$ cat config.mk
export PLATFORM = sky130hd
export DESIGN_NAME = rms_power_meter_flat
export DESIGN_NICKNAME = d
export VERILOG_FILES = /design/src/hw/rtl/rpm_pkg.sv /design/src/hw/rtl/rpm_if.sv /design/src/hw/rtl/rpm_serial_mult.sv /design/src/hw/rtl/rpm_serial_div.sv /design/src/hw/rtl/rpm_serial_sqrt.sv /design/src/hw/rtl/rms_power_meter.sv /design/src/flat_wrapper.sv
export SDC_FILE = /design/constraint.sdc
export NUM_CORES = 1
export LEC_CHECK = 0
export ABC_AREA = 1
export BUFFER_PORTS_ARGS = -buffer_cell sky130_fd_sc_hd__buf_2
export CAP_MARGIN = 20
export CORE_MARGIN = 2
export CORE_UTILIZATION = 40
export CTS_CLUSTER_DIAMETER = 80
export DETAILED_ROUTE_END_ITERATION = 7
export SKIP_LAST_GASP = 1
export SYNTH_ARGS = -nofsm -noshare
export SYNTH_HDL_FRONTEND = slang
export SYNTH_SLANG_ARGS = --single-unit
export TNS_END_PERCENT = 50
$ cat constraint.sdc
create_clock -name clk -period 2.6 [get_ports clk]
set_input_delay 0.39 -clock clk [delete_from_list [all_inputs] [get_ports clk]]
set_output_delay 0.39 -clock clk [all_outputs]
set_load 0.03 [all_outputs]
$ cat src/hw/rtl/rpm_pkg.sv
`default_nettype none
// ----------------------------------------------------------------------------
// rpm_pkg: shared definitions for the RMS power meter
// Field widths, register indexes, word codes, reset values and the widths
// of the bit-serial arithmetic units.
// ----------------------------------------------------------------------------
package rpm_pkg;

  // Input word fields.
  localparam int FUNC_W = 2;
  localparam int ADC_W  = 10;

  // Default resolution of the converter codes that are squared.
  localparam int SAMPLE_BITS_DEF = 10;

  // Word codes of the func field; the fourth code is ignored.
  localparam logic [FUNC_W-1:0] FUNC_TICK   = 2'd0;
  localparam logic [FUNC_W-1:0] FUNC_SAMPLE = 2'd1;
  localparam logic [FUNC_W-1:0] FUNC_START  = 2'd2;

  // Configuration port.
  localparam int CFG_ADDR_W = 2;
  localparam int CFG_DATA_W = 16;

  localparam logic [CFG_ADDR_W-1:0] REG_SAMPLES_PER_TICK = 2'd0;
  localparam logic [CFG_ADDR_W-1:0] REG_TICKS_PER_PHASE  = 2'd1;
  localparam logic [CFG_ADDR_W-1:0] REG_CURRENT_GAIN     = 2'd2;
  localparam logic [CFG_ADDR_W-1:0] REG_VOLTAGE_GAIN     = 2'd3;

  localparam int SPT_W  = 3;
  localparam int TPP_W  = 5;
  localparam int GAIN_W = 16;

  localparam logic [SPT_W-1:0]  SPT_RST   = 3'd3;
  localparam logic [TPP_W-1:0]  TPP_RST   = 5'd21;
  localparam logic [GAIN_W-1:0] IGAIN_RST = 16'd17067;
  localparam logic [GAIN_W-1:0] VGAIN_RST = 16'd18176;

  // Result word fields.
  localparam int RMS_W   = 14;
  localparam int POWER_W = 20;

  // Accumulation state.
  localparam int SUM_W = 28;
  localparam int CNT_W = 8;

  // Mean square is the sum scaled by 2^12 before the division (Q.12).
  localparam int FRAC_SHIFT = 12;
  localparam int DIV_W      = SUM_W + FRAC_SHIFT;
  localparam int ROOT_W     = DIV_W / 2;

  // Shared shift-and-add multiplier.
  localparam int MUL_A_W = ROOT_W;
  localparam int MUL_B_W = GAIN_W;
  localparam int MUL_P_W = MUL_A_W + MUL_B_W;

  // Output scaling: rms code in Q.6 times gain in Q.20 gives Q.26, kept in Q.8.
  localparam int SCALE_SHIFT = 18;
  localparam int POWER_SHIFT = 8;

  // Control sequencer states.
  typedef enum logic [2:0] {
    ST_IDLE,
    ST_SQUARE,
    ST_DIVIDE,
    ST_ROOT,
    ST_SCALE,
    ST_POWER,
    ST_DELIVER
  } state_t;

endpackage

`default_nettype wire

$ cat src/hw/rtl/rpm_if.sv
`default_nettype none
// ----------------------------------------------------------------------------
// rpm_if: word channels of the RMS power meter
// Valid/ready channels for the input words and for the result words.
// ----------------------------------------------------------------------------

// Input channel: timer ticks, converter samples and start words.
interface rpm_in_if;
  logic                       valid;
  logic                       ready;
  logic [rpm_pkg::FUNC_W-1:0] func;
  logic [rpm_pkg::ADC_W-1:0]  adc_sample;

  modport source (output valid, output func, output adc_sample, input ready);
  modport sink   (input valid, input func, input adc_sample, output ready);
endinterface

// Result channel: one word per finished measurement.
interface rpm_out_if;
  logic                        valid;
  logic                        ready;
  logic [rpm_pkg::RMS_W-1:0]   rms_current;
  logic [rpm_pkg::RMS_W-1:0]   rms_voltage;
  logic [rpm_pkg::POWER_W-1:0] avg_power;

  modport source (output valid, output rms_current, output rms_voltage,
                  output avg_power, input ready);
  modport sink   (input valid, input rms_current, input rms_voltage,
                  input avg_power, output ready);
endinterface

`default_nettype wire

$ cat src/hw/rtl/rpm_serial_mult.sv
`default_nettype none
// ----------------------------------------------------------------------------
// rpm_serial_mult: shift-and-add multiplier
// Retires one bit of the multiplier per cycle, least significant first, so
// only one narrow adder sits between registers. Done pulses once the
// product register holds the full result.
// ----------------------------------------------------------------------------
module rpm_serial_mult (
  input  wire logic                        clk,
  input  wire logic                        rst_n,
  input  wire logic                        start,
  input  wire logic [rpm_pkg::MUL_A_W-1:0] a,
  input  wire logic [rpm_pkg::MUL_B_W-1:0] b,
  output logic                             done,
  output logic [rpm_pkg::MUL_P_W-1:0]      prod
);

  localparam int AW = rpm_pkg::MUL_A_W;
  localparam int BW = rpm_pkg::MUL_B_W;
  localparam int PW = rpm_pkg::MUL_P_W;
  localparam int CW = $clog2(BW);

  logic [AW-1:0] a_r;
  logic [PW-1:0] p_r, p_nxt;
  logic [CW-1:0] cnt_r, cnt_nxt;
  logic          busy_r, busy_nxt;
  logic          done_r, done_nxt;
  logic          last;
  logic [AW:0]   sum_w;

  // The upper half accumulates; the lower half still holds unused multiplier bits.
  assign last  = (cnt_r == CW'(BW - 1));
  assign sum_w = {1'b0, p_r[PW-1:BW]} + (p_r[0] ? {1'b0, a_r} : {(AW + 1){1'b0}});

  always_comb begin
    p_nxt    = p_r;
    cnt_nxt  = cnt_r;
    busy_nxt = busy_r;
    done_nxt = busy_r && last;
    if (start) begin
      p_nxt    = {{AW{1'b0}}, b};
      cnt_nxt  = '0;
      busy_nxt = 1'b1;
    end else if (busy_r) begin
      p_nxt   = {sum_w, p_r[BW-1:1]};
      cnt_nxt = cnt_r + 1'b1;
      if (last) begin
        busy_nxt = 1'b0;
      end
    end
  end

  // Sequencing state.
  always_ff @(posedge clk) begin
    if (!rst_n) begin
      cnt_r  <= '0;
      busy_r <= 1'b0;
      done_r <= 1'b0;
    end else begin
      cnt_r  <= cnt_nxt;
      busy_r <= busy_nxt;
      done_r <= done_nxt;
    end
  end

  // Operand and product registers.
  always_ff @(posedge clk) begin
    if (start) begin
      a_r <= a;
    end
    p_r <= p_nxt;
  end

  assign done = done_r;
  assign prod = p_r;

endmodule

`default_nettype wire

$ cat src/hw/rtl/rpm_serial_div.sv
`default_nettype none
// ----------------------------------------------------------------------------
// rpm_serial_div: restoring divider
// Produces one quotient bit per cycle, most significant first, using a
// compare and subtract one bit wider than the divisor.
// ----------------------------------------------------------------------------
module rpm_serial_div (
  input  wire logic                      clk,
  input  wire logic                      rst_n,
  input  wire logic                      start,
  input  wire logic [rpm_pkg::DIV_W-1:0] dividend,
  input  wire logic [rpm_pkg::CNT_W-1:0] divisor,
  output logic                           done,
  output logic [rpm_pkg::DIV_W-1:0]      quotient
);

  localparam int DW = rpm_pkg::DIV_W;
  localparam int VW = rpm_pkg::CNT_W;
  localparam int CW = $clog2(DW);

  logic [DW-1:0] q_r, q_nxt;
  logic [VW-1:0] rem_r, rem_nxt;
  logic [VW-1:0] d_r;
  logic [CW-1:0] cnt_r, cnt_nxt;
  logic          busy_r, busy_nxt;
  logic          done_r, done_nxt;
  logic          last;
  logic [VW:0]   rem_sh, diff;
  logic          ge;

  // Bring down the next dividend bit and try to subtract the divisor.
  assign last   = (cnt_r == CW'(DW - 1));
  assign rem_sh = {rem_r, q_r[DW-1]};
  assign diff   = rem_sh - {1'b0, d_r};
  assign ge     = (rem_sh >= {1'b0, d_r});

  always_comb begin
    q_nxt    = q_r;
    rem_nxt  = rem_r;
    cnt_nxt  = cnt_r;
    busy_nxt = busy_r;
    done_nxt = busy_r && last;
    if (start) begin
      q_nxt    = dividend;
      rem_nxt  = '0;
      cnt_nxt  = '0;
      busy_nxt = 1'b1;
    end else if (busy_r) begin
      q_nxt   = {q_r[DW-2:0], ge};
      rem_nxt = ge ? diff[VW-1:0] : rem_sh[VW-1:0];
      cnt_nxt = cnt_r + 1'b1;
      if (last) begin
        busy_nxt = 1'b0;
      end
    end
  end

  // Sequencing state.
  always_ff @(posedge clk) begin
    if (!rst_n) begin
      cnt_r  <= '0;
      busy_r <= 1'b0;
      done_r <= 1'b0;
    end else begin
      cnt_r  <= cnt_nxt;
      busy_r <= busy_nxt;
      done_r <= done_nxt;
    end
  end

  // Quotient shift register, partial remainder and divisor.
  always_ff @(posedge clk) begin
    if (start) begin
      d_r <= divisor;
    end
    q_r   <= q_nxt;
    rem_r <= rem_nxt;
  end

  assign done     = done_r;
  assign quotient = q_r;

endmodule

`default_nettype wire

$ cat src/hw/rtl/rpm_serial_sqrt.sv
`default_nettype none
// ----------------------------------------------------------------------------
// rpm_serial_sqrt: digit-by-digit integer square root
// Consumes two radicand bits per cycle and settles one root bit, giving the
// floor of the square root.
// ----------------------------------------------------------------------------
module rpm_serial_sqrt (
  input  wire logic                       clk,
  input  wire logic                       rst_n,
  input  wire logic                       start,
  input  wire logic [rpm_pkg::DIV_W-1:0]  radicand,
  output logic                            done,
  output logic [rpm_pkg::ROOT_W-1:0]      root
);

  localparam int RW = rpm_pkg::DIV_W;
  localparam int TW = rpm_pkg::ROOT_W;
  localparam int CW = $clog2(TW);

  logic [RW-1:0]   x_r, x_nxt;
  logic [TW-1:0]   root_r, root_nxt;
  logic [TW+1:0]   rem_r, rem_nxt;
  logic [CW-1:0]   cnt_r, cnt_nxt;
  logic            busy_r, busy_nxt;
  logic            done_r, done_nxt;
  logic            last;
  logic [TW+3:0]   rem_sh, trial, diff;
  logic            ge;

  // Bring down the next pair of bits and test the trial value 4*root+1.
  assign last   = (cnt_r == CW'(TW - 1));
  assign rem_sh = {rem_r, x_r[RW-1:RW-2]};
  assign trial  = {2'b00, root_r, 2'b01};
  assign diff   = rem_sh - trial;
  assign ge     = (rem_sh >= trial);

  always_comb begin
    x_nxt    = x_r;
    root_nxt = root_r;
    rem_nxt  = rem_r;
    cnt_nxt  = cnt_r;
    busy_nxt = busy_r;
    done_nxt = busy_r && last;
    if (start) begin
      x_nxt    = radicand;
      root_nxt = '0;
      rem_nxt  = '0;
      cnt_nxt  = '0;
      busy_nxt = 1'b1;
    end else if (busy_r) begin
      x_nxt    = {x_r[RW-3:0], 2'b00};
      root_nxt = {root_r[TW-2:0], ge};
      rem_nxt  = ge ? diff[TW+1:0] : rem_sh[TW+1:0];
      cnt_nxt  = cnt_r + 1'b1;
      if (last) begin
        busy_nxt = 1'b0;
      end
    end
  end

  // Sequencing state.
  always_ff @(posedge clk) begin
    if (!rst_n) begin
      cnt_r  <= '0;
      busy_r <= 1'b0;
      done_r <= 1'b0;
    end else begin
      cnt_r  <= cnt_nxt;
      busy_r <= busy_nxt;
      done_r <= done_nxt;
    end
  end

  // Radicand shift register, partial root and remainder.
  always_ff @(posedge clk) begin
    x_r    <= x_nxt;
    root_r <= root_nxt;
    rem_r  <= rem_nxt;
  end

  assign done = done_r;
  assign root = root_r;

endmodule

`default_nettype wire

$ cat src/hw/rtl/rms_power_meter.sv
`default_nettype none
// ----------------------------------------------------------------------------
// rms_power_meter: RMS current, RMS voltage and average power meter
// Accumulates squared converter codes over a current phase and a voltage
// phase and reports both RMS values and their product.
// ----------------------------------------------------------------------------
// Usage
//   in_chan carries words with func (tick, sample, start) and adc_sample.
//   Each tick opens a window of samples_per_tick samples; the tick after
//   ticks_per_phase ticks evaluates the phase. After the voltage phase one
//   word (rms_current, rms_voltage, avg_power) leaves on out_chan and the
//   meter ignores ticks and samples until a start word.
//   cfg_we/cfg_addr/cfg_wdata write the four registers; write them while idle.
// Sequencing
//   Ticks that open a window and ignored words leave the sequencer idle. A
//   sample is squared by the 16-step serial multiplier.
//   An evaluating tick runs 40 divider steps, 20 root steps and 16
//   multiplier steps for the gain. In the voltage phase 16 more steps form
//   the power, and the word is then loaded once the output register is free.
//   No further word is taken until the sequencer is idle again. With no
//   samples the divider and root are skipped.
//   in_chan.ready is high only while the sequencer is idle.
// Reset and stalls
//   Reset restores the register defaults and clears the measurement state apart from volts_r and power_r.
//   The result waits in an output register; further words are still taken,
//   and only a later result waits until the register has been emptied.
// ----------------------------------------------------------------------------
module rms_power_meter #(
  parameter int SAMPLE_BITS = rpm_pkg::SAMPLE_BITS_DEF
) (
  input  wire logic                           clk,
  input  wire logic                           rst_n,
  input  wire logic                           cfg_we,
  input  wire logic [rpm_pkg::CFG_ADDR_W-1:0] cfg_addr,
  input  wire logic [rpm_pkg::CFG_DATA_W-1:0] cfg_wdata,
  rpm_in_if.sink                              in_chan,
  rpm_out_if.source                           out_chan
);

  localparam int CODE_W = (SAMPLE_BITS < rpm_pkg::ADC_W) ? SAMPLE_BITS : rpm_pkg::ADC_W;
  localparam int SQ_W   = 2 * CODE_W;
  localparam int AW     = rpm_pkg::MUL_A_W;
  localparam int BW     = rpm_pkg::MUL_B_W;
  localparam int PW     = rpm_pkg::MUL_P_W;
  localparam int SUM_W  = rpm_pkg::SUM_W;
  localparam int CNT_W  = rpm_pkg::CNT_W;
  localparam int RMS_W  = rpm_pkg::RMS_W;
  localparam int PWR_W  = rpm_pkg::POWER_W;
  localparam int SCL_W  = PW - rpm_pkg::SCALE_SHIFT;
  localparam int PWS_W  = PW - rpm_pkg::POWER_SHIFT;

  // Configuration registers.
  logic [rpm_pkg::SPT_W-1:0]  spt_r;
  logic [rpm_pkg::TPP_W-1:0]  tpp_r;
  logic [rpm_pkg::GAIN_W-1:0] igain_r;
  logic [rpm_pkg::GAIN_W-1:0] vgain_r;

  // Measurement state.
  rpm_pkg::state_t            state_r, state_nxt;
  logic                       phase_r, phase_nxt;
  logic                       eval_volt_r, eval_volt_nxt;
  logic [rpm_pkg::TPP_W-1:0]  tick_count_r, tick_count_nxt;
  logic                       window_open_r, window_open_nxt;
  logic [rpm_pkg::SPT_W-1:0]  window_samples_r, window_samples_nxt;
  logic [CNT_W-1:0]           sample_count_r, sample_count_nxt;
  logic [SUM_W-1:0]           square_sum_r, square_sum_nxt;
  logic [RMS_W-1:0]           held_current_r, held_current_nxt;
  logic                       finished_r, finished_nxt;
  logic [RMS_W-1:0]           volts_r, volts_nxt;
  logic [PWR_W-1:0]           power_r, power_nxt;

  // Output register.
  logic                       out_valid_r, out_valid_nxt;
  logic [RMS_W-1:0]           out_current_r;
  logic [RMS_W-1:0]           out_voltage_r;
  logic [PWR_W-1:0]           out_power_r;

  // Handshake decode.
  logic                       in_ready;
  logic                       accept;
  logic                       active;
  logic                       sample_go;
  logic                       tick_go;
  logic                       open_go;
  logic                       eval_go;
  logic                       start_go;
  logic                       out_free;
  logic [CODE_W-1:0]          code;

  // Arithmetic unit connections.
  logic                       mult_start, mult_done;
  logic [AW-1:0]              mult_a;
  logic [BW-1:0]              mult_b;
  logic [PW-1:0]              mult_prod;
  logic                       div_start, div_done;
  logic [rpm_pkg::DIV_W-1:0]  div_quot;
  logic                       sqrt_start, sqrt_done;
  logic [rpm_pkg::ROOT_W-1:0] sqrt_root;

  // Derived arithmetic values.
  logic [SQ_W-1:0]            square;
  logic [SUM_W:0]             sum_ext;
  logic [SUM_W-1:0]           sum_sat;
  logic [SCL_W-1:0]           scaled;
  logic [RMS_W-1:0]           rms_sat;
  logic [PWS_W-1:0]           power_full;
  logic [PWR_W-1:0]           power_sat;
  logic [rpm_pkg::GAIN_W-1:0] gain_now;
  logic [rpm_pkg::GAIN_W-1:0] gain_eval;
  logic [rpm_pkg::SPT_W-1:0]  window_inc;

  // Arithmetic units.
  rpm_serial_mult u_mult (
    .clk   (clk),
    .rst_n (rst_n),
    .start (mult_start),
    .a     (mult_a),
    .b     (mult_b),
    .done  (mult_done),
    .prod  (mult_prod)
  );

  rpm_serial_div u_div (
    .clk      (clk),
    .rst_n    (rst_n),
    .start    (div_start),
    .dividend ({square_sum_r, {rpm_pkg::FRAC_SHIFT{1'b0}}}),
    .divisor  (sample_count_r),
    .done     (div_done),
    .quotient (div_quot)
  );

  rpm_serial_sqrt u_sqrt (
    .clk      (clk),
    .rst_n    (rst_n),
    .start    (sqrt_start),
    .radicand (div_quot),
    .done     (sqrt_done),
    .root     (sqrt_root)
  );

  // Word decode: only the idle sequencer takes words.
  assign in_ready  = (state_r == rpm_pkg::ST_IDLE);
  assign accept    = in_chan.valid && in_ready;
  assign active    = !finished_r;
  assign code      = in_chan.adc_sample[CODE_W-1:0];
  assign start_go  = accept && (in_chan.func == rpm_pkg::FUNC_START);
  assign sample_go = accept && (in_chan.func == rpm_pkg::FUNC_SAMPLE) && active
                     && window_open_r;
  assign tick_go   = accept && (in_chan.func == rpm_pkg::FUNC_TICK) && active;
  assign open_go   = tick_go && (tick_count_r < tpp_r);
  assign eval_go   = tick_go && !(tick_count_r < tpp_r);
  assign out_free  = !out_valid_r || out_chan.ready;

  // Gain of the phase being accepted, and of the phase being evaluated.
  assign gain_now  = phase_r ? vgain_r : igain_r;
  assign gain_eval = eval_volt_r ? vgain_r : igain_r;

  // Saturating accumulation of the square.
  assign square  = mult_prod[SQ_W-1:0];
  assign sum_ext = {1'b0, square_sum_r} + (SUM_W + 1)'(square);
  assign sum_sat = sum_ext[SUM_W] ? {SUM_W{1'b1}} : sum_ext[SUM_W-1:0];

  // Gain scaling to Q.8, saturated to the field width.
  assign scaled  = mult_prod[PW-1:rpm_pkg::SCALE_SHIFT];
  assign rms_sat = (|scaled[SCL_W-1:RMS_W]) ? {RMS_W{1'b1}} : scaled[RMS_W-1:0];

  // Power in Q.8, saturated to the field width.
  assign power_full = mult_prod[PW-1:rpm_pkg::POWER_SHIFT];
  assign power_sat  = (|power_full[PWS_W-1:PWR_W]) ? {PWR_W{1'b1}}
                                                   : power_full[PWR_W-1:0];

  assign window_inc = window_samples_r + 1'b1;

  // Sequencer next state.
  always_comb begin
    state_nxt = state_r;
    unique case (state_r)
      rpm_pkg::ST_IDLE: begin
        if (sample_go) begin
          state_nxt = rpm_pkg::ST_SQUARE;
        end else if (eval_go) begin
          state_nxt = (sample_count_r == '0) ? rpm_pkg::ST_SCALE : rpm_pkg::ST_DIVIDE;
        end
      end
      rpm_pkg::ST_SQUARE: begin
        if (mult_done) begin
          state_nxt = rpm_pkg::ST_IDLE;
        end
      end
      rpm_pkg::ST_DIVIDE: begin
        if (div_done) begin
          state_nxt = rpm_pkg::ST_ROOT;
        end
      end
      rpm_pkg::ST_ROOT: begin
        if (sqrt_done) begin
          state_nxt = rpm_pkg::ST_SCALE;
        end
      end
      rpm_pkg::ST_SCALE: begin
        if (mult_done) begin
          state_nxt = eval_volt_r ? rpm_pkg::ST_POWER : rpm_pkg::ST_IDLE;
        end
      end
      rpm_pkg::ST_POWER: begin
        if (mult_done) begin
          state_nxt = rpm_pkg::ST_DELIVER;
        end
      end
      rpm_pkg::ST_DELIVER: begin
        if (out_free) begin
          state_nxt = rpm_pkg::ST_IDLE;
        end
      end
      default: state_nxt = rpm_pkg::ST_IDLE;
    endcase
  end

  // Sequencer outputs: unit starts and multiplier operands.
  always_comb begin
    mult_start = 1'b0;
    mult_a     = '0;
    mult_b     = '0;
    div_start  = 1'b0;
    sqrt_start = 1'b0;
    unique case (state_r) inside
      rpm_pkg::ST_IDLE: begin
        if (sample_go) begin
          mult_start = 1'b1;
          mult_a     = AW'(code);
          mult_b     = BW'(code);
        end else if (eval_go) begin
          if (sample_count_r == '0) begin
            // No samples: the rms is zero, so only the scaling runs.
            mult_start = 1'b1;
            mult_b     = gain_now;
          end else begin
            div_start = 1'b1;
          end
        end
      end
      rpm_pkg::ST_DIVIDE: begin
        sqrt_start = div_done;
      end
      rpm_pkg::ST_ROOT: begin
        if (sqrt_done) begin
          mult_start = 1'b1;
          mult_a     = sqrt_root;
          mult_b     = gain_eval;
        end
      end
      rpm_pkg::ST_SCALE: begin
        if (mult_done && eval_volt_r) begin
          mult_start = 1'b1;
          mult_a     = AW'(held_current_r);
          mult_b     = BW'(rms_sat);
        end
      end
      rpm_pkg::ST_SQUARE, rpm_pkg::ST_POWER, rpm_pkg::ST_DELIVER: begin
        mult_start = 1'b0;
      end
      default: mult_start = 1'b0;
    endcase
  end

  // Measurement state updates.
  always_comb begin
    phase_nxt          = phase_r;
    eval_volt_nxt      = eval_volt_r;
    tick_count_nxt     = tick_count_r;
    window_open_nxt    = window_open_r;
    window_samples_nxt = window_samples_r;
    sample_count_nxt   = sample_count_r;
    square_sum_nxt     = square_sum_r;
    held_current_nxt   = held_current_r;
    finished_nxt       = finished_r;
    volts_nxt          = volts_r;
    power_nxt          = power_r;

    if (start_go) begin
      phase_nxt          = 1'b0;
      tick_count_nxt     = '0;
      window_open_nxt    = 1'b0;
      window_samples_nxt = '0;
      sample_count_nxt   = '0;
      square_sum_nxt     = '0;
      held_current_nxt   = '0;
      finished_nxt       = 1'b0;
    end else if (open_go) begin
      window_open_nxt    = 1'b1;
      window_samples_nxt = '0;
      tick_count_nxt     = tick_count_r + 1'b1;
    end else if (sample_go) begin
      if (sample_count_r != {CNT_W{1'b1}}) begin
        sample_count_nxt = sample_count_r + 1'b1;
      end
      // The window counter wraps, so a zero window length closes after eight.
      if (window_inc == spt_r) begin
        window_open_nxt    = 1'b0;
        window_samples_nxt = '0;
      end else begin
        window_samples_nxt = window_inc;
      end
    end else if (eval_go) begin
      eval_volt_nxt      = phase_r;
      phase_nxt          = !phase_r;
      tick_count_nxt     = '0;
      window_open_nxt    = 1'b0;
      window_samples_nxt = '0;
      sample_count_nxt   = '0;
      square_sum_nxt     = '0;
    end

    // Results coming back from the multiplier.
    if (state_r == rpm_pkg::ST_SQUARE && mult_done) begin
      square_sum_nxt = sum_sat;
    end
    if (state_r == rpm_pkg::ST_SCALE && mult_done) begin
      if (eval_volt_r) begin
        volts_nxt = rms_sat;
      end else begin
        held_current_nxt = rms_sat;
      end
    end
    if (state_r == rpm_pkg::ST_POWER && mult_done) begin
      power_nxt = power_sat;
    end
    if (state_r == rpm_pkg::ST_DELIVER && out_free) begin
      finished_nxt = 1'b1;
    end
  end

  // Output register: loaded on delivery, emptied when the word is taken.
  always_comb begin
    out_valid_nxt = out_valid_r;
    if (state_r == rpm_pkg::ST_DELIVER && out_free) begin
      out_valid_nxt = 1'b1;
    end else if (out_chan.ready) begin
      out_valid_nxt = 1'b0;
    end
  end

  // Configuration registers.
  always_ff @(posedge clk) begin
    if (!rst_n) begin
      spt_r   <= rpm_pkg::SPT_RST;
      tpp_r   <= rpm_pkg::TPP_RST;
      igain_r <= rpm_pkg::IGAIN_RST;
      vgain_r <= rpm_pkg::VGAIN_RST;
    end else if (cfg_we) begin
      unique case (cfg_addr)
        rpm_pkg::REG_SAMPLES_PER_TICK: spt_r   <= cfg_wdata[rpm_pkg::SPT_W-1:0];
        rpm_pkg::REG_TICKS_PER_PHASE:  tpp_r   <= cfg_wdata[rpm_pkg::TPP_W-1:0];
        rpm_pkg::REG_CURRENT_GAIN:     igain_r <= cfg_wdata[rpm_pkg::GAIN_W-1:0];
        rpm_pkg::REG_VOLTAGE_GAIN:     vgain_r <= cfg_wdata[rpm_pkg::GAIN_W-1:0];
        default:                       spt_r   <= spt_r;
      endcase
    end
  end

  // Control and measurement state.
  always_ff @(posedge clk) begin
    if (!rst_n) begin
      state_r          <= rpm_pkg::ST_IDLE;
      phase_r          <= 1'b0;
      eval_volt_r      <= 1'b0;
      tick_count_r     <= '0;
      window_open_r    <= 1'b0;
      window_samples_r <= '0;
      sample_count_r   <= '0;
      square_sum_r     <= '0;
      held_current_r   <= '0;
      finished_r       <= 1'b0;
      out_valid_r      <= 1'b0;
    end else begin
      state_r          <= state_nxt;
      phase_r          <= phase_nxt;
      eval_volt_r      <= eval_volt_nxt;
      tick_count_r     <= tick_count_nxt;
      window_open_r    <= window_open_nxt;
      window_samples_r <= window_samples_nxt;
      sample_count_r   <= sample_count_nxt;
      square_sum_r     <= square_sum_nxt;
      held_current_r   <= held_current_nxt;
      finished_r       <= finished_nxt;
      out_valid_r      <= out_valid_nxt;
    end
  end

  // Intermediate results and output payload.
  always_ff @(posedge clk) begin
    volts_r <= volts_nxt;
    power_r <= power_nxt;
    if (state_r == rpm_pkg::ST_DELIVER && out_free) begin
      out_current_r <= held_current_r;
      out_voltage_r <= volts_r;
      out_power_r   <= power_r;
    end
  end

  assign in_chan.ready        = in_ready;
  assign out_chan.valid       = out_valid_r;
  assign out_chan.rms_current = out_current_r;
  assign out_chan.rms_voltage = out_voltage_r;
  assign out_chan.avg_power   = out_power_r;

  // A delivery always leaves a word waiting in the output register.
  a_deliver_sets_valid: assert property (@(posedge clk) disable iff (!rst_n)
    (state_r == rpm_pkg::ST_DELIVER && out_free) |=> out_valid_r)
    else $error("delivery did not load the output register");

  // The arithmetic units never finish in the same cycle.
  a_one_unit_done: assert property (@(posedge clk) disable iff (!rst_n)
    $onehot0({mult_done, div_done, sqrt_done}))
    else $error("more than one arithmetic unit finished at once");

  // A closed window holds no partial sample count.
  a_closed_window_clear: assert property (@(posedge clk) disable iff (!rst_n)
    !window_open_r |-> (window_samples_r == '0))
    else $error("window sample count left over after the window closed");

  // No samples counted means nothing accumulated.
  a_empty_sum: assert property (@(posedge clk) disable iff (!rst_n)
    (sample_count_r == '0) |-> (square_sum_r == '0))
    else $error("square sum without counted samples");

  // A finished measurement leaves the sequencer idle until the next start.
  a_finished_idle: assert property (@(posedge clk) disable iff (!rst_n)
    finished_r |-> (state_r == rpm_pkg::ST_IDLE))
    else $error("sequencer busy after the measurement finished");

endmodule

`default_nettype wire
$ cat src/flat_wrapper.sv
// flat-port wrapper written by rule: the top's interface ports become plain ports
module rms_power_meter_flat 
#(
  parameter int SAMPLE_BITS = rpm_pkg::SAMPLE_BITS_DEF
)
  (clk, rst_n, cfg_we, cfg_addr, cfg_wdata, in_chan_valid, in_chan_func, in_chan_adc_sample, in_chan_ready, out_chan_valid, out_chan_rms_current, out_chan_rms_voltage, out_chan_avg_power, out_chan_ready);
  rpm_in_if in_chan_i ();
  rpm_out_if out_chan_i ();
  input  wire logic clk;
  input  wire logic rst_n;
  input  wire logic cfg_we;
  input  wire logic [rpm_pkg::CFG_ADDR_W-1:0] cfg_addr;
  input  wire logic [rpm_pkg::CFG_DATA_W-1:0] cfg_wdata;
  input wire logic [$bits(in_chan_i.valid)-1:0] in_chan_valid;
  input wire logic [$bits(in_chan_i.func)-1:0] in_chan_func;
  input wire logic [$bits(in_chan_i.adc_sample)-1:0] in_chan_adc_sample;
  output wire logic [$bits(in_chan_i.ready)-1:0] in_chan_ready;
  output wire logic [$bits(out_chan_i.valid)-1:0] out_chan_valid;
  output wire logic [$bits(out_chan_i.rms_current)-1:0] out_chan_rms_current;
  output wire logic [$bits(out_chan_i.rms_voltage)-1:0] out_chan_rms_voltage;
  output wire logic [$bits(out_chan_i.avg_power)-1:0] out_chan_avg_power;
  input wire logic [$bits(out_chan_i.ready)-1:0] out_chan_ready;
  assign in_chan_i.valid = in_chan_valid;
  assign in_chan_i.func = in_chan_func;
  assign in_chan_i.adc_sample = in_chan_adc_sample;
  assign in_chan_ready = in_chan_i.ready;
  assign out_chan_valid = out_chan_i.valid;
  assign out_chan_rms_current = out_chan_i.rms_current;
  assign out_chan_rms_voltage = out_chan_i.rms_voltage;
  assign out_chan_avg_power = out_chan_i.avg_power;
  assign out_chan_i.ready = out_chan_ready;
  rms_power_meter #(.SAMPLE_BITS(SAMPLE_BITS)) u_core (.clk(clk), .rst_n(rst_n), .cfg_we(cfg_we), .cfg_addr(cfg_addr), .cfg_wdata(cfg_wdata), .in_chan(in_chan_i), .out_chan(out_chan_i));
endmodule
==> Word-level counts from Yosys, hierarchy flattened <==
Index checks and enable logic that the tools add are counted.
{ "totals": {"input_bits": 35, "ff_bits": 403, "word_cells": 217, "output_inout_bits": 50} }
{ "classes": {"bitwise_logic": 4, "n_mux": 79, "eq_ne": 28, "reduce_logical": 54, "n_addsub": 10, "n_lt_le_gt_ge": 3} }
{ "ops": {"columns": ["op", "n"], "rows": [
  ["2-to-1 mux 28 bit", 6],
  ["2-to-1 mux 40 bit", 4],
  ["2-to-1 mux 16 bit", 8],
  ["2-to-1 mux 14 bit", 6],
  ["one-hot mux 20 bit (3 select lines)", 1],
  ["one-hot mux 16 bit (3 select lines)", 1],
  ["2-to-1 mux 20 bit", 2],
  ["2-to-1 mux 3 bit", 13],
  ["2-to-1 mux 8 bit", 4],
  ["adder 28 x 20 -> 29 bit", 1],
  ["2-to-1 mux 1 bit", 27],
  ["greater-or-equal comparator 24 x 22 -> 1 bit", 1],
  ["2-to-1 mux 22 bit", 1],
  ["subtractor 22 bit", 1],
  ["adder 20 x 20 -> 21 bit", 1],
  ["one-hot mux 3 bit (7 select lines)", 1],
  ["logical AND 1 bit", 17],
  ["2-to-1 mux 5 bit", 3],
  ["inequality test 2 bit, second input constant", 7],
  ["AND reduction 2 bit", 7],
  ["nonzero test 2 bit", 7],
  ["inequality test 3 bit, second input constant", 4],
  ["adder 5 x 1 -> 5 bit, second input constant", 2],
  ["2-to-1 mux 10 bit", 1],
  ["33 further kinds", 52]
]} }

==> Logic depth before layout (Yosys ltp) <==
{ "logic_depth": {"ltp_word": 10, "mapped_depth": 15} }

==> Cells and area by module <==
A second synthesis with hierarchy kept.
{ "hier_totals": {"hier_cells": 2832, "hier_area_um2": 21645.8} }
{ "modules_own_cells": {"columns": ["module", "cells_per_inst", "area_per_inst_um2", "seq_area_each_um2", "instances"], "rows": [
  ["rms_power_meter", 1296, 9877.0, 4584.4, 1],
  ["rpm_serial_sqrt", 724, 5097.4, 2182.1, 1],
  ["rpm_serial_mult", 462, 3564.7, 1601.5, 1],
  ["rpm_serial_div", 350, 3106.7, 1761.7, 1]
]} }

==> Worst setup path after synthesis <==
No wires, ideal clock.
{ "synth_timing": {"path_type": "register to register", "startpoint": "register u_core.state_r[2]", "endpoint": "register u_core.u_mult.p_r[0], in the netlist u_core.u_mult.prod[0] (enable)", "n_path_buf": 2, "arrival_time_ns": 2.150, "stages_incl_launch_ff": 10, "setup_time_ns": 0.372, "slack_ns": 0.078, "period_less_slack_ns": 2.522, "path_cell_list": "dfxtp_1 buf_6 nor3_4 nand2_2 nor3_4 nand2_4 nand2_1 a21oi_1 buf_2 nand2_1"} }
{ "synth_via": {"elab_chain_len": 9, "word_cells_on_any_way": 14} }
{ "synth_lines": {"columns": ["element", "line_no", "text"], "rows": [
  ["from (decl)", "rms_power_meter.sv:59", "rpm_pkg::state_t state_r, state_nxt;"],
  ["from (signal assigned)", "rms_power_meter.sv:365", "state_r <= rpm_pkg::ST_IDLE;"],
  ["from (signal assigned)", "rms_power_meter.sv:377", "state_r <= state_nxt;"],
  ["zero test 3 bit (*)", "rms_power_meter.sv:143", "assign in_ready = (state_r == rpm_pkg::ST_IDLE);"],
  ["via in_chan_ready", "flat_wrapper.sv:17", "output wire logic [$bits(in_chan_i.ready)-1:0] in_chan_ready;"],
  ["logical AND 1 bit", "rms_power_meter.sv:144", "assign accept = in_chan.valid && in_ready;"],
  ["logical AND 1 bit (2 in series)", "rms_power_meter.sv:150", "assign tick_go = accept && (in_chan.func == rpm_pkg::FUNC_TICK) && active;"],
  ["logical AND 1 bit", "rms_power_meter.sv:152", "assign eval_go = tick_go && !(tick_count_r < tpp_r);"],
  ["2-to-1 mux 1 bit", "rms_power_meter.sv:233", "end else if (eval_go) begin"],
  ["2-to-1 mux 1 bit", "rms_power_meter.sv:229", "if (sample_go) begin"],
  ["one-hot mux 1 bit (3 select lines) (*)", "rms_power_meter.sv:227", "unique case (state_r) inside"],
  ["nonzero test 2 bit (no source line) (*)", null, null],
  ["to (signal assigned)", "rpm_serial_mult.sv:71", "p_r <= p_nxt;"],
  ["to (decl)", "rpm_serial_mult.sv:24", "logic [PW-1:0] p_r, p_nxt;"]
]} }
Mark *: on every way through the listed nets, which the timed path passes. The rest lies on a longest branch.
A chain may end at the register's enable or synchronous reset.

==> Worst setup path in the final report <==
{ "layout_timing": {"startpoint": "register u_core.u_mult.p_r[0], in the netlist u_core.u_mult.prod[0]", "endpoint": "register u_core.u_mult.p_r[30], in the netlist u_core.u_mult.prod[30]"} }
{ "layout_via": {"elab_chain_len": 2} }
{ "layout_lines": {"columns": ["element", "line_no", "text"], "rows": [
  ["2-to-1 mux 20 bit", "rpm_serial_mult.sv:33", "assign sum_w = {1'b0, p_r[PW-1:BW]} + (p_r[0] ? {1'b0, a_r} : {(AW + 1){1'b0}});"],
  ["adder 20 x 20 -> 21 bit", "rpm_serial_mult.sv:33", null]
]} }
No other way between the ends.

==> report_table.html <==
<table>
<tr><th>Metric</th><th>Value</th></tr>
<tr><th colspan="2">Run status</th></tr>
<tr><td>Result of the run</td><td>completed</td></tr>
<tr><th colspan="2">Clocking</th></tr>
<tr><td>Number of H-tree branching levels</td><td>2</td></tr>
<tr><td># clock sinks</td><td>403</td></tr>
<tr><td>Bufs on Longest Clock Path</td><td>3</td></tr>
<tr><td>TritonCTS clock tree</td><td>built</td></tr>
<tr><td>Number of buffers inserted during clock tree synthesis</td><td>46</td></tr>
<tr><td>Worst-skew pair later-pin latency</td><td>0.59 ns</td></tr>
<tr><td>CTS clk-pin slew, worst paths</td><td>0.06 ns</td></tr>
<tr><td>Clk root buf</td><td>sky130_fd_sc_hd__clkbuf_16</td></tr>
<tr><th colspan="2">Synthesis</th></tr>
<tr><td>Post-synthesis instance total</td><td>2646</td></tr>
<tr><td>Post-synthesis share of cell area spent on full adders, half adders and majority gates</td><td>5.19%</td></tr>
<tr><td>Xor/xnor share of the synthesized area</td><td>1.61%</td></tr>
<tr><td>Main synth FF type</td><td>sky130_fd_sc_hd__dfxtp_1</td></tr>
<tr><td>Top-count cell post-synth</td><td>sky130_fd_sc_hd__nand2_1</td></tr>
<tr><td>Number of warnings reported in the yosys synthesis log</td><td>0</td></tr>
<tr><td>Post-Synthesis Mean Instance Area</td><td>7.82 sq um</td></tr>
<tr><td>Cell taking the most area after synthesis</td><td>sky130_fd_sc_hd__edfxtp_1</td></tr>
<tr><td>Synthesized cell area</td><td>20700 sq um</td></tr>
<tr><td>Area share of the leading cell type in the synthesized netlist</td><td>28.2%</td></tr>
<tr><td>Leading cell types by count after synthesis</td><td>sky130_fd_sc_hd__nand2_1, sky130_fd_sc_hd__inv_1, sky130_fd_sc_hd__nor2_1, sky130_fd_sc_hd__dfxtp_1, sky130_fd_sc_hd__edfxtp_1</td></tr>
<tr><td>Simple-gate share of the synthesized area</td><td>23.6%</td></tr>
<tr><td>Top cells by area in the synthesized netlist</td><td>sky130_fd_sc_hd__edfxtp_1, sky130_fd_sc_hd__dfxtp_1, sky130_fd_sc_hd__nand2_1</td></tr>
<tr><td>Number of different library cells in the post-synthesis netlist</td><td>49</td></tr>
<tr><td>Flop and latch count out of synthesis</td><td>403</td></tr>
<tr><td>Async SR Flop Fraction</td><td>0%</td></tr>
<tr><td>Sequential share of the synthesized area</td><td>48.4%</td></tr>
<tr><td>Combinational family with the most area after synthesis</td><td>simple AND/OR/NAND/NOR gates</td></tr>
<tr><td>Number of synthesized flops with an enable pin</td><td>194</td></tr>
<tr><td>Multiplexer share of the synthesized area</td><td>0.0968%</td></tr>
<tr><td>Compound-Gate Fraction of Synth Area</td><td>12.6%</td></tr>
<tr><td>Net Count, Synth</td><td>2765</td></tr>
<tr><th colspan="2">Setup path</th></tr>
<tr><td>Data required, critical path</td><td>3.08 ns</td></tr>
<tr><td>Most frequent cell on the critical path</td><td>sky130_fd_sc_hd__nand2_1</td></tr>
<tr><td>Length in cells of the worst reg-to-reg path</td><td>14</td></tr>
<tr><td>CP endpoint</td><td>u_core.u_mult.prod[30]$_SDFFE_PP0P_</td></tr>
<tr><td>Setup slack, reg-to-reg</td><td>0.13 ns</td></tr>
<tr><td>Largest stage delay on the critical path</td><td>0.45 ns</td></tr>
<tr><td>Buffers &amp; Inverters on Critical Path</td><td>3</td></tr>
<tr><td>Kind of launch point of the worst setup path</td><td>register</td></tr>
<tr><td>Reg-to-reg critical path endpoint</td><td>u_core.u_mult.prod[30]$_SDFFE_PP0P_</td></tr>
<tr><td>Critical Setup Path Class</td><td>reg -&gt; reg</td></tr>
<tr><td>Worst path cell trace</td><td>buf_6, nand2_1, inv_1, ha_1, a21oi_1, o21ai_0, a21oi_1, nand2_1, nand2_1, nand2_1, nand2_1, nand2_1, o21ai_0, inv_1</td></tr>
<tr><td>Max FO, Critical Path</td><td>19</td></tr>
<tr><td>Crit path arrival time</td><td>2.94 ns</td></tr>
<tr><td>Crit-path slowest cell</td><td>sky130_fd_sc_hd__edfxtp_1</td></tr>
<tr><td>Worst setup path start</td><td>u_core.u_mult.prod[0]$_DFFE_PP_</td></tr>
<tr><td>Endpoint kind of the worst setup timing path</td><td>register</td></tr>
<tr><td>Reg2reg start</td><td>u_core.u_mult.prod[0]$_DFFE_PP_</td></tr>
<tr><td>Logic depth of the worst setup path including buffers</td><td>14</td></tr>
<tr><td>Kind of cell adding the most delay to the critical path</td><td>compound AO/OA/AOI/OAI gates</td></tr>
<tr><th colspan="2">Global routing</th></tr>
<tr><td>Global Route Usage Sum</td><td>21.7%</td></tr>
<tr><td>Global-route congestion overflow total</td><td>0</td></tr>
<tr><td>Wire length of the first global-routing pass</td><td>91300 um</td></tr>
<tr><td>Antenna violations before repair</td><td>3</td></tr>
<tr><td>Maximum number of pins on one net before global-route repair</td><td>81</td></tr>
<tr><td>Via count of the first global-routing pass</td><td>16900</td></tr>
<tr><th colspan="2">Run</th></tr>
<tr><td>Max capacitance violation total</td><td>0</td></tr>
<tr><th colspan="2">Detailed routing</th></tr>
<tr><td>Initial drt markers</td><td>1364</td></tr>
<tr><td>Antenna violation net count after detailed routing</td><td>0</td></tr>
<tr><td>Wire per inst</td><td>16.7 um</td></tr>
<tr><td>Detailed-routing iteration count for the pre-antenna-repair pass</td><td>5</td></tr>
<tr><td>Post-Route WL</td><td>58100 um</td></tr>
<tr><td>DRC violation count after routing</td><td>0</td></tr>
<tr><td>Count of vias placed by the detailed router</td><td>17700</td></tr>
<tr><td>Vias/cell</td><td>5.10</td></tr>
<tr><th colspan="2">Pwr</th></tr>
<tr><td>Worst IR drop on VDD</td><td>0.510 mV</td></tr>
<tr><td>Overall power after layout</td><td>17.5 mW</td></tr>
<tr><td>Leak Pwr</td><td>10.6 nW</td></tr>
<tr><td>Pwr per Cell Area</td><td>737 nW/um^2</td></tr>
<tr><th colspan="2">Timing</th></tr>
<tr><td>Final Skew</td><td>0.0195 ns</td></tr>
<tr><td>Final cycle utilization of the critical path</td><td>94.8%</td></tr>
<tr><td>Final slew viol count</td><td>0</td></tr>
<tr><td>Setup repair after global routing missed its margin</td><td>false</td></tr>
<tr><td>Highest Clock Rate</td><td>406 MHz</td></tr>
<tr><td>Least-Margin Pin Slew</td><td>0.725 ns</td></tr>
<tr><td>Final setup viols</td><td>0</td></tr>
<tr><td>Total negative setup slack</td><td>0 ns</td></tr>
<tr><td>Shortest period the worst path allows</td><td>2.47 ns</td></tr>
<tr><td>Relative slew slack</td><td>51.2%</td></tr>
<tr><td>Final hold violations</td><td>0</td></tr>
<tr><th colspan="2">Placement</th></tr>
<tr><td>Placer's final routability congestion estimate</td><td>0.993</td></tr>
<tr><td>PortBufs</td><td>84</td></tr>
<tr><td>Dpl hpwl</td><td>43600 um</td></tr>
<tr><td>Total cell area at the placement stage</td><td>22200 sq um</td></tr>
<tr><th colspan="2">Die</th></tr>
<tr><td>Die Outline Area</td><td>53600 sq um</td></tr>
<tr><td>Core Region</td><td>51200 sq um</td></tr>
<tr><td>Floorplan row count</td><td>83</td></tr>
<tr><td>Die Y-Extent</td><td>231 um</td></tr>
<tr><td>Top-level port count</td><td>85</td></tr>
<tr><td>Starting Density</td><td>40.4%</td></tr>
<tr><td>Die W</td><td>231 um</td></tr>
<tr><th colspan="2">Layout</th></tr>
<tr><td>Count of nets after finishing</td><td>2878</td></tr>
<tr><td>Filler Cell Count</td><td>5062</td></tr>
<tr><td>Share of layout cells above drive strength 1</td><td>9.05%</td></tr>
<tr><td>Post-Layout Inst Area</td><td>23800 sq um</td></tr>
<tr><td>Area growth, synth to finish</td><td>14.9%</td></tr>
<tr><th colspan="2">Min path</th></tr>
<tr><td>Path class of the lowest-slack min-delay path</td><td>in -&gt; reg</td></tr>
</table>
-- tightest hold or removal path: stages --
cell	delay, ns
sky130_fd_sc_hd__buf_2	0.09
sky130_fd_sc_hd__nand2_1	0.05
sky130_fd_sc_hd__o211ai_1	0.06
-- sequential cells by signal, indices dropped and copies added, names as in the netlist, 8 cells and up --
signal                       count
u_core.held_current_r           14
u_core.igain_r                  16
u_core.out_chan.avg_power       20
u_core.out_chan.rms_current     14
u_core.out_chan.rms_voltage     14
u_core.power_r                  20
u_core.sample_count_r            8
u_core.square_sum_r             28
u_core.u_div.d_r                 8
u_core.u_div.quotient           40
u_core.u_div.rem_r               8
u_core.u_mult.a_r               20
u_core.u_mult.prod              36
u_core.u_sqrt.rem_r             22
u_core.u_sqrt.root              20
u_core.u_sqrt.x_r               40
u_core.vgain_r                  16
u_core.volts_r                  14
-- how the worst min path moves through the flow --
| stage | to | cells after the start | slack (ns) | startpoint |
|---|---|---|---|---|
| after global placement | u_core.out_chan.avg_power[4]$_DFFE_PP_ | 0 | 0.41 | u_core.power_r[4]$_SDFFCE_PP1P_ |
| after floorplan | u_core.out_chan.avg_power[0]$_DFFE_PP_ | 0 | 0.40 | u_core.power_r[0]$_SDFFCE_PP1P_ |
| after detailed placement | u_core.out_chan.avg_power[13]$_DFFE_PP_ | 0 | 0.41 | u_core.power_r[13]$_SDFFCE_PP1P_ |
| final | u_core.tpp_r[2]$_SDFFE_PN1P_ | 3 | 0.05 | cfg_wdata[2] |
| after CTS | u_core.vgain_r[9]$_SDFFE_PN1P_ | 3 | 0.02 | cfg_wdata[9] |
| after global routing | u_core.vgain_r[8]$_SDFFE_PN1P_ | 3 | 0.05 | cfg_wdata[8] |
-- metal layers --
layer,share of wire [%],vias up,track usage (%)
met3,5.5,107,3.24
li1,-,8910,-
met2,42,514,33.1
met5,0.048,-,0
met4,3.5,4,8.43
met1,48,8202,30.9
-- where the power goes --
group	leakage, nW	switching, mW	internal, mW	total (mW)
logic	6.41	2.33	1.27	3.60
registers	3.47	0.384	6.94	7.32
clock network	0.763	2.65	3.94	6.59
-- through the flow --
step           hold WS, ns  setup WS, ns  util, %  cells
2_1_floorplan        0.400        0.0779        -   2646
3_3_place_gp         0.405         0.169     43.4   3391
3_5_place_dp         0.405         0.162     43.4   3391
4_1_cts             0.0226         0.147     46.4   3475
5_1_grt             0.0513       0.00755     46.4   3475
6_report            0.0491         0.134     46.4   3476
-- cells by family after synthesis --
logic type,Yosys count
AOI/OAI and AO/OA,474
xor gates and xnor gates,38
adders and majority gates,84
buffers and inverters,456
DFF,403
muxes,2
and+or+nand+nor,1189
-- placed cells by master, fill, tap and decap left out, drive strengths merged, types with 10 or more instances in the layout --
master and instances:
inv 369, nand3 116, o22ai 23, nor2 226, clkinv 19, xor2 19, o31ai 10, ha 81
nor3 31, nand4 35, a21oi 175, a22oi 29, xnor2 19, nand2 752, edfxtp 194, buf 149
dfxtp 209, o21ai 192, clkbuf 63, nand3b 10
-- layout make-up --
class | instances | area, sq um | share of cell area (%)
clock inverters | 21 | 198 | 0.831
repair buffers | 149 | 1010 | 4.26
multi-input cells | 1787 | 8960 | 37.7
flip-flops and latches | 403 | 10000 | 42.1
inverters | 372 | 1400 | 5.87
diodes | 1 | 2.50 | 0.0105
well taps | 680 | 851 | 3.58
clock buffers | 63 | 1350 | 5.68
-- timing repair --
item                       in CTS  in global routing
gates resized for setup         0                  6
setup endpoints to repair       0                  6
hold buffers                    0                  0
buffers inserted                0                  0
Power figures use the tool's default switching activity.
